===== config.mk =====
export PLATFORM = sky130hd
export DESIGN_NAME = failure_breaker_escalating_hold_top
export DESIGN_NICKNAME = d
export VERILOG_FILES = /design/src/design/fbeh_pkg.sv /design/src/design/fbeh_cfg.sv /design/src/design/fbeh_core.sv /design/src/design/fbeh_outbuf.sv /design/src/design/failure_breaker_escalating_hold_top.sv
export VERILOG_INCLUDE_DIRS = /design/src /design/src/design
export SDC_FILE = /design/constraint.sdc
export NUM_CORES = 1
export LEC_CHECK = 0
export BUFFER_PORTS_ARGS = -buffer_cell sky130_fd_sc_hd__buf_2
export CORE_MARGIN = 4
export CORE_UTILIZATION = 50
export CTS_CLUSTER_SIZE = 10
export DETAILED_ROUTE_END_ITERATION = 10
export GPL_ROUTABILITY_DRIVEN = 0
export PLACE_DENSITY = 0.68
export SLEW_MARGIN = 0
export SYNTH_ARGS = -nofsm -noshare
export SYNTH_HDL_FRONTEND = slang
export SYNTH_SLANG_ARGS = --single-unit

===== constraint.sdc =====
create_clock -name clk_i -period 5.4 [get_ports clk_i]
set_input_delay 0.81 -clock clk_i [delete_from_list [all_inputs] [get_ports clk_i]]
set_output_delay 0.81 -clock clk_i [all_outputs]
set_load 0.05 [all_outputs]

===== src/design/assert_macros.svh =====
// assertion helpers shared by the breaker rtl
// included by the modules that carry concurrent checks
`ifndef ASSERT_MACROS_SVH
`define ASSERT_MACROS_SVH
`ifndef SYNTHESIS
`define FBEH_ASSERT(label, clk, rst_n, prop) \
  label: assert property (@(posedge clk) disable iff (!(rst_n)) (prop)) \
    else $error("assertion failed");
`define FBEH_NEVER(label, clk, rst_n, expr) \
  label: assert property (@(posedge clk) disable iff (!(rst_n)) !(expr)) \
    else $error("forbidden condition seen");
`else
`define FBEH_ASSERT(label, clk, rst_n, prop)
`define FBEH_NEVER(label, clk, rst_n, expr)
`endif
`endif


===== src/design/fbeh_pkg.sv =====
// shared types, widths and codes of the failure breaker
// no dependencies
`default_nettype none
package fbeh_pkg;

  localparam int unsigned CountW  = 16;
  localparam int unsigned TimerW  = 20;
  localparam int unsigned WeightW = 8;
  localparam int unsigned LevelW  = 2;
  localparam int unsigned OpW     = 3;
  localparam int unsigned CfgIdxW = 3;
  localparam int unsigned CfgDataW = 20;
  localparam int unsigned NumLevelsDefault = 3;

  typedef enum logic [OpW-1:0] {
    OpTick    = 3'd0,
    OpFailure = 3'd1,
    OpSuccess = 3'd2,
    OpQuery   = 3'd3,
    OpRestart = 3'd4
  } op_e;

  typedef enum logic [CfgIdxW-1:0] {
    RegMaxFailures = 3'd0,
    RegWindow      = 3'd1,
    RegHold0       = 3'd2,
    RegHold1       = 3'd3,
    RegHold2       = 3'd4
  } cfg_reg_e;

  localparam logic [1:0] VerdictNone   = 2'd0;
  localparam logic [1:0] VerdictAccept = 2'd1;
  localparam logic [1:0] VerdictDrop   = 2'd2;

  localparam logic [CountW-1:0] MaxFailuresRst = 16'd5;
  localparam logic [TimerW-1:0] WindowRst      = 20'd20;
  localparam logic [TimerW-1:0] Hold0Rst       = 20'd60;
  localparam logic [TimerW-1:0] Hold1Rst       = 20'd300;
  localparam logic [TimerW-1:0] Hold2Rst       = 20'd600;

  typedef struct packed {
    logic [CountW-1:0] max_failures;
    logic [TimerW-1:0] window_ticks;
    logic [TimerW-1:0] hold_level0;
    logic [TimerW-1:0] hold_level1;
    logic [TimerW-1:0] hold_level2;
  } cfg_t;

  typedef struct packed {
    logic              already_decided;
    logic              fail_open;
    logic [WeightW-1:0] weight;
    logic [OpW-1:0]    operation;
  } item_t;

  typedef struct packed {
    logic [CountW-1:0] failure_total;
    logic [LevelW-1:0] escalation_level;
    logic [1:0]        verdict;
    logic              in_hold;
  } result_t;

endpackage
`default_nettype wire


===== src/design/fbeh_cfg.sv =====
// configuration register file of the failure breaker
// depends on fbeh_pkg
`default_nettype none
module fbeh_cfg (
  input  wire logic                             clk_i,
  input  wire logic                             rst_ni,
  input  wire logic                             we_i,
  input  wire logic [fbeh_pkg::CfgIdxW-1:0]     idx_i,
  input  wire logic [fbeh_pkg::CfgDataW-1:0]    data_i,
  output fbeh_pkg::cfg_t                        cfg_o
);

  fbeh_pkg::cfg_t cfg_q, cfg_d;

  always_comb begin
    cfg_d = cfg_q;
    if (we_i) begin
      case (idx_i)
        fbeh_pkg::RegMaxFailures: cfg_d.max_failures = data_i[fbeh_pkg::CountW-1:0];
        fbeh_pkg::RegWindow:      cfg_d.window_ticks = data_i[fbeh_pkg::TimerW-1:0];
        fbeh_pkg::RegHold0:       cfg_d.hold_level0  = data_i[fbeh_pkg::TimerW-1:0];
        fbeh_pkg::RegHold1:       cfg_d.hold_level1  = data_i[fbeh_pkg::TimerW-1:0];
        fbeh_pkg::RegHold2:       cfg_d.hold_level2  = data_i[fbeh_pkg::TimerW-1:0];
        default: ;
      endcase
    end
  end

  always_ff @(posedge clk_i or negedge rst_ni) begin
    if (!rst_ni) begin
      cfg_q.max_failures <= fbeh_pkg::MaxFailuresRst;
      cfg_q.window_ticks <= fbeh_pkg::WindowRst;
      cfg_q.hold_level0  <= fbeh_pkg::Hold0Rst;
      cfg_q.hold_level1  <= fbeh_pkg::Hold1Rst;
      cfg_q.hold_level2  <= fbeh_pkg::Hold2Rst;
    end else begin
      cfg_q <= cfg_d;
    end
  end

  assign cfg_o = cfg_q;

endmodule
`default_nettype wire


===== src/design/fbeh_core.sv =====
// breaker state and per-event update, one event per cycle
// depends on fbeh_pkg and assert_macros.svh
`default_nettype none
`include "assert_macros.svh"
module fbeh_core #(
  parameter int unsigned NUM_LEVELS = fbeh_pkg::NumLevelsDefault
) (
  input  wire logic           clk_i,
  input  wire logic           rst_ni,
  input  wire fbeh_pkg::cfg_t cfg_i,
  input  wire logic           item_valid_i,
  input  wire fbeh_pkg::item_t item_i,
  output fbeh_pkg::result_t   result_o
);

  localparam logic [fbeh_pkg::LevelW-1:0] TopLevel = fbeh_pkg::LevelW'(NUM_LEVELS - 1);

  logic [fbeh_pkg::CountW-1:0] count_q, count_d;
  logic [fbeh_pkg::LevelW-1:0] level_q, level_d;
  logic                        hold_q, hold_d;
  logic [fbeh_pkg::TimerW-1:0] hold_rem_q, hold_rem_d;
  logic [fbeh_pkg::TimerW-1:0] win_rem_q, win_rem_d;

  logic [fbeh_pkg::CountW:0]   sum;
  logic [fbeh_pkg::CountW-1:0] sat_sum;
  logic [fbeh_pkg::TimerW-1:0] hold_len;
  logic                        q_hold;
  logic [1:0]                  verdict;

  assign sum     = {1'b0, count_q} + {{(fbeh_pkg::CountW+1-fbeh_pkg::WeightW){1'b0}},
                                      item_i.weight};
  assign sat_sum = sum[fbeh_pkg::CountW] ? '1 : sum[fbeh_pkg::CountW-1:0];

  always_comb begin
    case (level_q)
      2'd0:    hold_len = cfg_i.hold_level0;
      2'd1:    hold_len = cfg_i.hold_level1;
      default: hold_len = cfg_i.hold_level2;
    endcase
  end

  always_comb begin
    count_d    = count_q;
    level_d    = level_q;
    hold_d     = hold_q;
    hold_rem_d = hold_rem_q;
    win_rem_d  = win_rem_q;
    q_hold     = 1'b0;
    verdict    = fbeh_pkg::VerdictNone;
    case (item_i.operation)
      fbeh_pkg::OpTick: begin
        if (win_rem_q != '0) win_rem_d = win_rem_q - 1'b1;
        if (hold_rem_q != '0) hold_rem_d = hold_rem_q - 1'b1;
      end
      fbeh_pkg::OpFailure: begin
        if (!item_i.already_decided) begin
          verdict = item_i.fail_open ? fbeh_pkg::VerdictAccept : fbeh_pkg::VerdictDrop;
          count_d = sat_sum;
          if (win_rem_q == '0) begin
            win_rem_d = cfg_i.window_ticks;
          end else if (sat_sum > cfg_i.max_failures) begin
            hold_d     = 1'b1;
            hold_rem_d = hold_len;
            level_d    = (level_q < TopLevel) ? level_q + 1'b1 : TopLevel;
          end
        end
      end
      fbeh_pkg::OpSuccess: begin
        if (win_rem_q == '0 && count_q == '0) level_d = '0;
      end
      fbeh_pkg::OpQuery: begin
        if (hold_q && hold_rem_q != '0) begin
          q_hold = 1'b1;
        end else begin
          hold_d    = 1'b0;
          count_d   = '0;
          win_rem_d = cfg_i.window_ticks;
        end
      end
      fbeh_pkg::OpRestart: begin
        level_d    = '0;
        count_d    = '0;
        hold_d     = 1'b0;
        hold_rem_d = '0;
        win_rem_d  = cfg_i.window_ticks;
      end
      default: ;
    endcase
  end

  always_ff @(posedge clk_i or negedge rst_ni) begin
    if (!rst_ni) begin
      count_q    <= '0;
      level_q    <= '0;
      hold_q     <= 1'b0;
      hold_rem_q <= '0;
      win_rem_q  <= fbeh_pkg::WindowRst;
    end else if (item_valid_i) begin
      count_q    <= count_d;
      level_q    <= level_d;
      hold_q     <= hold_d;
      hold_rem_q <= hold_rem_d;
      win_rem_q  <= win_rem_d;
    end
  end

  assign result_o.in_hold          = q_hold;
  assign result_o.verdict          = verdict;
  assign result_o.escalation_level = level_d;
  assign result_o.failure_total    = count_d;

  `FBEH_NEVER(level_over_top, clk_i, rst_ni, level_q > TopLevel)
  `FBEH_ASSERT(restart_clears, clk_i, rst_ni,
    (item_valid_i && item_i.operation == fbeh_pkg::OpRestart) |=>
    (level_q == '0 && count_q == '0 && !hold_q))
  `FBEH_NEVER(query_hold_when_idle, clk_i, rst_ni, q_hold && (!hold_q || hold_rem_q == '0))

endmodule
`default_nettype wire


===== src/design/fbeh_outbuf.sv =====
// two-entry result buffer: output register plus skid stage
// depends on fbeh_pkg and assert_macros.svh
`default_nettype none
`include "assert_macros.svh"
module fbeh_outbuf (
  input  wire logic          clk_i,
  input  wire logic          rst_ni,
  input  wire logic          push_i,
  input  wire fbeh_pkg::result_t data_i,
  output logic               ready_o,
  output logic               valid_o,
  input  wire logic          pop_ready_i,
  output fbeh_pkg::result_t  data_o
);

  logic              out_valid_q, out_valid_d;
  logic              sk_valid_q, sk_valid_d;
  fbeh_pkg::result_t out_q, out_d;
  fbeh_pkg::result_t sk_q, sk_d;
  logic              pop;

  assign pop     = out_valid_q && pop_ready_i;
  assign ready_o = !sk_valid_q;

  always_comb begin
    out_valid_d = out_valid_q;
    sk_valid_d  = sk_valid_q;
    out_d       = out_q;
    sk_d        = sk_q;
    if (sk_valid_q) begin
      if (pop) begin
        out_d      = sk_q;
        sk_valid_d = 1'b0;
      end
    end else if (push_i) begin
      if (!out_valid_q || pop) begin
        out_d       = data_i;
        out_valid_d = 1'b1;
      end else begin
        sk_d       = data_i;
        sk_valid_d = 1'b1;
      end
    end else if (pop) begin
      out_valid_d = 1'b0;
    end
  end

  always_ff @(posedge clk_i or negedge rst_ni) begin
    if (!rst_ni) begin
      out_valid_q <= 1'b0;
      sk_valid_q  <= 1'b0;
    end else begin
      out_valid_q <= out_valid_d;
      sk_valid_q  <= sk_valid_d;
    end
  end

  // payload needs no reset
  always_ff @(posedge clk_i) begin
    out_q <= out_d;
    sk_q  <= sk_d;
  end

  assign valid_o = out_valid_q;
  assign data_o  = out_q;

  `FBEH_NEVER(skid_without_head, clk_i, rst_ni, sk_valid_q && !out_valid_q)
  `FBEH_ASSERT(drain_empties, clk_i, rst_ni,
    (pop && !push_i && !sk_valid_q) |=> !out_valid_q)

endmodule
`default_nettype wire


===== src/design/failure_breaker_escalating_hold_top.sv =====
// top level of the failure breaker with escalating bypass hold
// depends on fbeh_pkg, fbeh_cfg, fbeh_core and fbeh_outbuf
`default_nettype none
// Event-driven failure breaker. Each input transfer is one event (tick, failure,
// success, hold query, restart) and yields exactly one result transfer. Events
// are processed at one per clock while tready is high: the state update is a
// single saturating add, a few compares and timer reloads between the state
// registers, and a result enters a two-entry output buffer, so input stays
// ready while one result waits. Input tready drops only when both buffer
// entries are full. Results are driven from the buffer's output register. Hold
// and window lengths take effect at the next timer reload and the failure limit
// at the next failure; indexes above 4 are ignored. No clearing pass after reset.
module failure_breaker_escalating_hold_top #(
  parameter int unsigned NUM_LEVELS = fbeh_pkg::NumLevelsDefault
) (
  input  wire logic        clk_i,
  input  wire logic        rst_ni,
  input  wire logic        s_axis_tvalid,
  output logic             s_axis_tready,
  // [7:0] weight, [8] fail_open, [9] already_decided, [15:10] zero
  input  wire logic [15:0] s_axis_tdata,
  // [2:0] operation
  input  wire logic [2:0]  s_axis_tuser,
  output logic             m_axis_tvalid,
  input  wire logic        m_axis_tready,
  // [0] in_hold, [2:1] verdict, [4:3] escalation_level, [20:5] failure_total,
  // [23:21] zero
  output logic [23:0]      m_axis_tdata,
  input  wire logic        cfg_we_i,
  input  wire logic [fbeh_pkg::CfgIdxW-1:0]  cfg_idx_i,
  input  wire logic [fbeh_pkg::CfgDataW-1:0] cfg_data_i
);

  fbeh_pkg::cfg_t    cfg;
  fbeh_pkg::item_t   item;
  fbeh_pkg::result_t result;
  fbeh_pkg::result_t result_buf;
  logic              in_xfer;

  assign item.operation       = s_axis_tuser;
  assign item.weight          = s_axis_tdata[7:0];
  assign item.fail_open       = s_axis_tdata[8];
  assign item.already_decided = s_axis_tdata[9];
  assign in_xfer              = s_axis_tvalid && s_axis_tready;

  fbeh_cfg u_cfg (
    .clk_i  (clk_i),
    .rst_ni (rst_ni),
    .we_i   (cfg_we_i),
    .idx_i  (cfg_idx_i),
    .data_i (cfg_data_i),
    .cfg_o  (cfg)
  );

  fbeh_core #(
    .NUM_LEVELS (NUM_LEVELS)
  ) u_core (
    .clk_i        (clk_i),
    .rst_ni       (rst_ni),
    .cfg_i        (cfg),
    .item_valid_i (in_xfer),
    .item_i       (item),
    .result_o     (result)
  );

  fbeh_outbuf u_outbuf (
    .clk_i       (clk_i),
    .rst_ni      (rst_ni),
    .push_i      (in_xfer),
    .data_i      (result),
    .ready_o     (s_axis_tready),
    .valid_o     (m_axis_tvalid),
    .pop_ready_i (m_axis_tready),
    .data_o      (result_buf)
  );

  assign m_axis_tdata = {3'b000, result_buf};

endmodule
`default_nettype wire

; ---- Word level (Yosys, flattened, before mapping)
; Cells that the tools add are included.
; W data, S select, Z words.
[op_classes]
add_sub_neg = 4
n_lt_le_gt_ge = 2
eq_ne = 18
muxes = 42
n_bitwise = 2
n_reduce_logical = 31
[op_table]
columns = op, count
row1 = $mux W20, 8
row2 = $mux W21, 4
row3 = $pmux W20 S4, 1
row4 = $pmux W20 S3, 1
row5 = $mux W16, 3
row6 = $pmux W16 S3, 1
row7 = $pmux W20 S2, 1
row8 = $reduce_bool A20 Y1, 2
row9 = $sub A20 B1 Y20 const B, 2
row10 = $logic_not A20 Y1, 1
row11 = $reduce_and A6 Y1, 3
row12 = $add A16 B8 Y17, 1
row13 = $gt A16 B16 Y1, 1
row14 = $logic_not A16 Y1, 1
row15 = $mux W2, 8
row16 = $mux W1, 13
row17 = $eq A3 B2 Y1 const B, 4
row18 = $ne A2 B1 Y1 const B, 5
row19 = $reduce_and A2 Y1, 5
row20 = $reduce_and A3 Y1, 3
row21 = $ne A2 B2 Y1 const B, 4
row22 = $eq A3 B1 Y1 const B, 2
row23 = $eq A3 B3 Y1 const B, 2
row24 = $logic_not A3 Y1, 2
row25 = 13 further kinds, 21
[totals]
register_bits = 199
in_bits = 47
output_inout_bits = 26
wordCells = 119

; ---- Logic depth before layout (Yosys ltp)
[depth]
depth_word = 10
depth_mapped = 16
depth_no_buf = 15

; ---- Modules after synthesis
; A second synthesis with hierarchy kept.
[hier_totals]
cells_unflattened = 973
hier_area_um2 = 10466.3
[by_module_without_submodules]
columns = mod, n_inst, cells_per_inst, area_each_um2
row1 = fbeh_core, 1, 685, 5103.6
row2 = fbeh_cfg, 1, 206, 3624.7
row3 = fbeh_outbuf, 1, 77, 1705.4
row4 = failure_breaker_escalating_hold_top, 1, 5, 32.5

; ---- Least setup slack after synthesis
; Ideal clock, no wire load.
[synth_timing]
kind = input -> register
startpoint = input s_axis_tdata[0]
endpoint = register u_core.hold_rem_q[4] (netlist name)
setup_ns = 0.121
t_arrival_ns = 4.791
slack_ns = 0.488
cell_stages = 15
path_cell_list = ha_1 > fa_1 > a211oi_1 > o21ai_1 > and3_1 > buf_6 > or4_4 > o21a_1 > ha_1 > nand4_1 > a2111o_1 > a311oi_2 > clkbuf_1 > o221ai_1 > a22o_1
[synth_via]
elab_chain_len = 5
[synth_lines]
columns = element, line
row1 = from (decl), failure_breaker_escalating_hold_top.sv:21  ; input wire logic [15:0] s_axis_tdata,
row2 = $add A16 B8 Y17, fbeh_core.sv:30  ; assign sum = {1'b0, count_q} + {{(fbeh_pkg::CountW+1-fbeh_pkg::WeightW){1'b0}},
row3 = $mux W16, fbeh_core.sv:32  ; assign sat_sum = sum[fbeh_pkg::CountW] ? '1 : sum[fbeh_pkg::CountW-1:0];
row4 = $gt A16 B16 Y1, fbeh_core.sv:61  ; end else if (sat_sum > cfg_i.max_failures) begin
row5 = $ne A2 B1 Y1 (no line), n/a
row6 = $reduce_and A6 Y1 (no line), n/a
row7 = to (signal assigned), fbeh_core.sv:102  ; hold_rem_q <= hold_rem_d;
row8 = to (decl), fbeh_core.sv:21  ; logic [fbeh_pkg::TimerW-1:0] hold_rem_q, hold_rem_d;
; No other way between the ends.
; A chain may end at the register's enable or synchronous reset.

; ---- Worst setup path in the final report
[layout_timing]
startpoint = input s_axis_tdata[0]
endpoint = register u_core.hold_rem_q[19] (netlist name)
; The elaborated chain is that of the path after synthesis.

==> reports/results.txt <==
Status - completed
Number of port buffers - 63
Wire per inst - 19.3 um
Skew final - 0.0158 ns
Hold_buf cts - 0
TritonRoute pass-1 iters - 5
Clk_lat worst skew - 0.45 ns
Number of flops mapped to enable cells by yosys - 42
Crit path DAT - 5.01 ns
Post-route ant nets - 0
Post-synth top cells - dfrtp_1, mux2_2, a21oi_1
CTS tree - yes
Net Switching - 2.14 mW
Critical path launch point type - primary input
CP cell instances - buf_2 > ha_1 > fa_1 > a211oi_1 > o21ai_1 > and3_1 > or4_4 > o21a_1 > ha_1 > nand4_1 > a2111o_1 > a311oi_2 > buf_4 > o221ai_1 > a22o_1
Async SR Flop Fraction - 78.9%
Hold crit path type - primary input to asynchronous set/reset pin
Die Y - 153 um
Setup Viol. Count Final - 0
Crit path required time - 5.73 ns
Seq/Total Area, Yosys - 49.4%
Pwr/cell area - 471 mW/mm2
Clk network pwr share - 23.3%
Die Wd - 153 um
Vias in the first global route - 7613
Clock transition at the registers of the reported paths - 0.08 ns
Mapped Cells - 1002
Internal power - 3.38 mW
Core Box Area - 0.0205 mm2
Syn avg cell area - 10.5 um2
H-tree depth - 4
Synthesis-stage register bit count - 199
Clock Sinks - 199
Most frequent cell after synthesis - dfrtp_1
Ys Warns - 0
Slowest cell on crit path - or4_4
First-pass GRT wire length - 41.5 mm
Time the worst path needs with I/O delays and setup - 4.69 ns
Total via count in the routed design - 8016
Area leader, netlist - dfrtp_1
Peak VDD IR - 0.222 mV
Global route overflow - 0
Critical Path Sink Type - flip-flop
Most used cell, CP - ha_1
CTS resizes - 0
Mapped Area - 0.0105 mm2
CTS Buffer Depth - 2
Synth-to-layout area growth - 11.0%
Final Hold Viols - 0
Hold slack - 0.314 ns
Slew margin rel. - 22.5%
RSZ-0062 raised after global routing - false
Top-area cell type share of the netlist area - 33.0%
Final nets - 1118
Initial core utilization - 51.5%
Total Routing Usage GR - 21.9%
Switching share of power - 38.8%
Comb pwr share - 34.1%
Avg Vias per Cell - 6.04
Site row count - 52
Slew Limit Fails - 0
Antenna diodes - 0
CP max stage delay - 0.48 ns
# IOs - 73
Library cells used by synthesis - 70
Cts bufs inserted - 17
Fin crit share - 86.8%
Seq pwr share - 42.6%
Starting DRT DRC Count - 633
Max Clk Rate - 0.213 GHz
Post-Route WL - 25.6 mm
Static Leak - 4.84 nW
Clk root buf - clkbuf_16
Largest net degree at the start of global routing - 57
Final HPWL DP - 17.7 mm
FILL cells - 1801
Initial antenna violation count - 0
Top FF cell, synth - dfrtp_1
TNS Setup - 0 ns
Buffer count from post-CTS setup fixing - 0
Ranking of synthesized cells by area - dfrtp_1, edfxtp_1, mux2_2
Setup CP Type - primary input to flip-flop
DRC - 0
Layout cell share with drive strength beyond 1 - 23.3%
CP max FO - 14
Max cap viols - 0
DIE AREA - 0.0235 mm2
Worst-margin pin slew - 1.16 ns
## power by group through the flow
stage	registers (mW)	clock network, mW	logic (mW)
2_1_floorplan	2.54	0	1.20
3_3_place_gp	2.36	0	1.83
3_5_place_dp	2.37	0	1.88
4_1_cts	2.34	1.31	1.88
5_1_grt	2.41	1.38	2.07
6_report	2.35	1.29	1.88
## state kept, by name, indices dropped and copies added, names as in the netlist, 2 cells and up
name and cells:
u_outbuf.sk_q 21, u_core.win_rem_q 20, u_outbuf.data_o 21, u_cfg.cfg_o 96
u_core.hold_rem_q 20, u_core.count_q 16, u_core.level_q 2
## metal layers
metal | track usage (%) | share of wire [%]
met5 | 0 | 0
met4 | 7.04 | 2.5
met3 | 3.59 | 5.6
met2 | 32.5 | 44
met1 | 32.8 | 48
## final cells by class
cell class                      instances  area (um2)  share of cell area (%)
Tap cell                              270         338                    2.89
Clock inverter                         15         180                    1.54
Timing Repair Buffer                   81         457                    3.90
Multi-Input combinational cell        714        4980                    42.5
Sequential cell                       199        5210                    44.5
Inverter                               31         116                   0.994
Clock buffer                           17         425                    3.63
## cells by family after synthesis
logic type      after synthesis  share of synthesized area [%]
fa+ha+maj                    27                           3.27
xor+xnor                      4                          0.332
simple gates                257                           11.5
compound gates              301                           19.1
other cells                   1                         0.0356
mux                         122                           12.8
buf+inv                      91                           3.60
flops                       199                           49.4
## path summary, 6_finish.rpt
path / from / to / slack, ns / cells after the start
max: s_axis_tdata[0] / u_core.hold_rem_q[19] / 0.71 / 15
min: rst_ni / u_core.win_rem_q[16] / 0.31 / 1
max reg2reg: u_core.count_q[0] / u_core.hold_rem_q[19] / 0.76 / 14
min reg2reg: u_core.win_rem_q[16] / u_core.win_rem_q[16] / 0.50 / 1
max in group asynchronous: rst_ni / u_core.hold_rem_q[6] / 3.98 / 2
min in group clk_i: u_core.win_rem_q[16] / u_core.win_rem_q[16] / 0.50 / 1
## metrics by stage
stage | utilization, % | instance area (um2) | setup slack, ns | instances | total power, mW
CTS | 57.1 | 11700 | 0.714 | 1327 | 5.54
detailed placement | 54.2 | 11100 | 0.251 | 1295 | 4.25
floorplan | - | 10600 | 0.488 | 1004 | 3.74
global placement | 54.2 | 11100 | 0.324 | 1295 | 4.19
finish | 57.1 | 11700 | 0.712 | 1327 | 5.52
global route | 57.1 | 11700 | 0.474 | 1327 | 5.86
## worst max-delay path, delay by kind of cell
family	cells	cell delay, ns
AOI/OAI and AO/OA	7	1.99
adders and majority gates	3	0.95
and+or+nand+nor	3	0.87
buffers and inverters	2	0.40
## placed cells by master (no fill, tap or decap), types with 11 or more instances in the layout
master / netlist / routed
o21ai_1: 11 / 11
o211ai_1: 14 / 14
a21oi_1: 81 / 80
buf_4: 3 / 18
o22ai_1: 14 / 14
a22o_1: 26 / 26
a21o_1: 11 / 11
nand2_1: 77 / 77
ha_1: 26 / 26
dfstp_2: 18 / 18
clkbuf_16: 0 / 17
nand3_1: 27 / 27
buf_2: 3 / 62
o21ai_0: 56 / 56
inv_1: 31 / 31
nor3_1: 27 / 26
nor4_1: 11 / 11
dfrtp_1: 139 / 139
nor2_1: 68 / 67
mux2i_1: 21 / 21
mux2_2: 99 / 99
edfxtp_1: 42 / 42
Note: power is estimated with default switching activity, not from simulation.
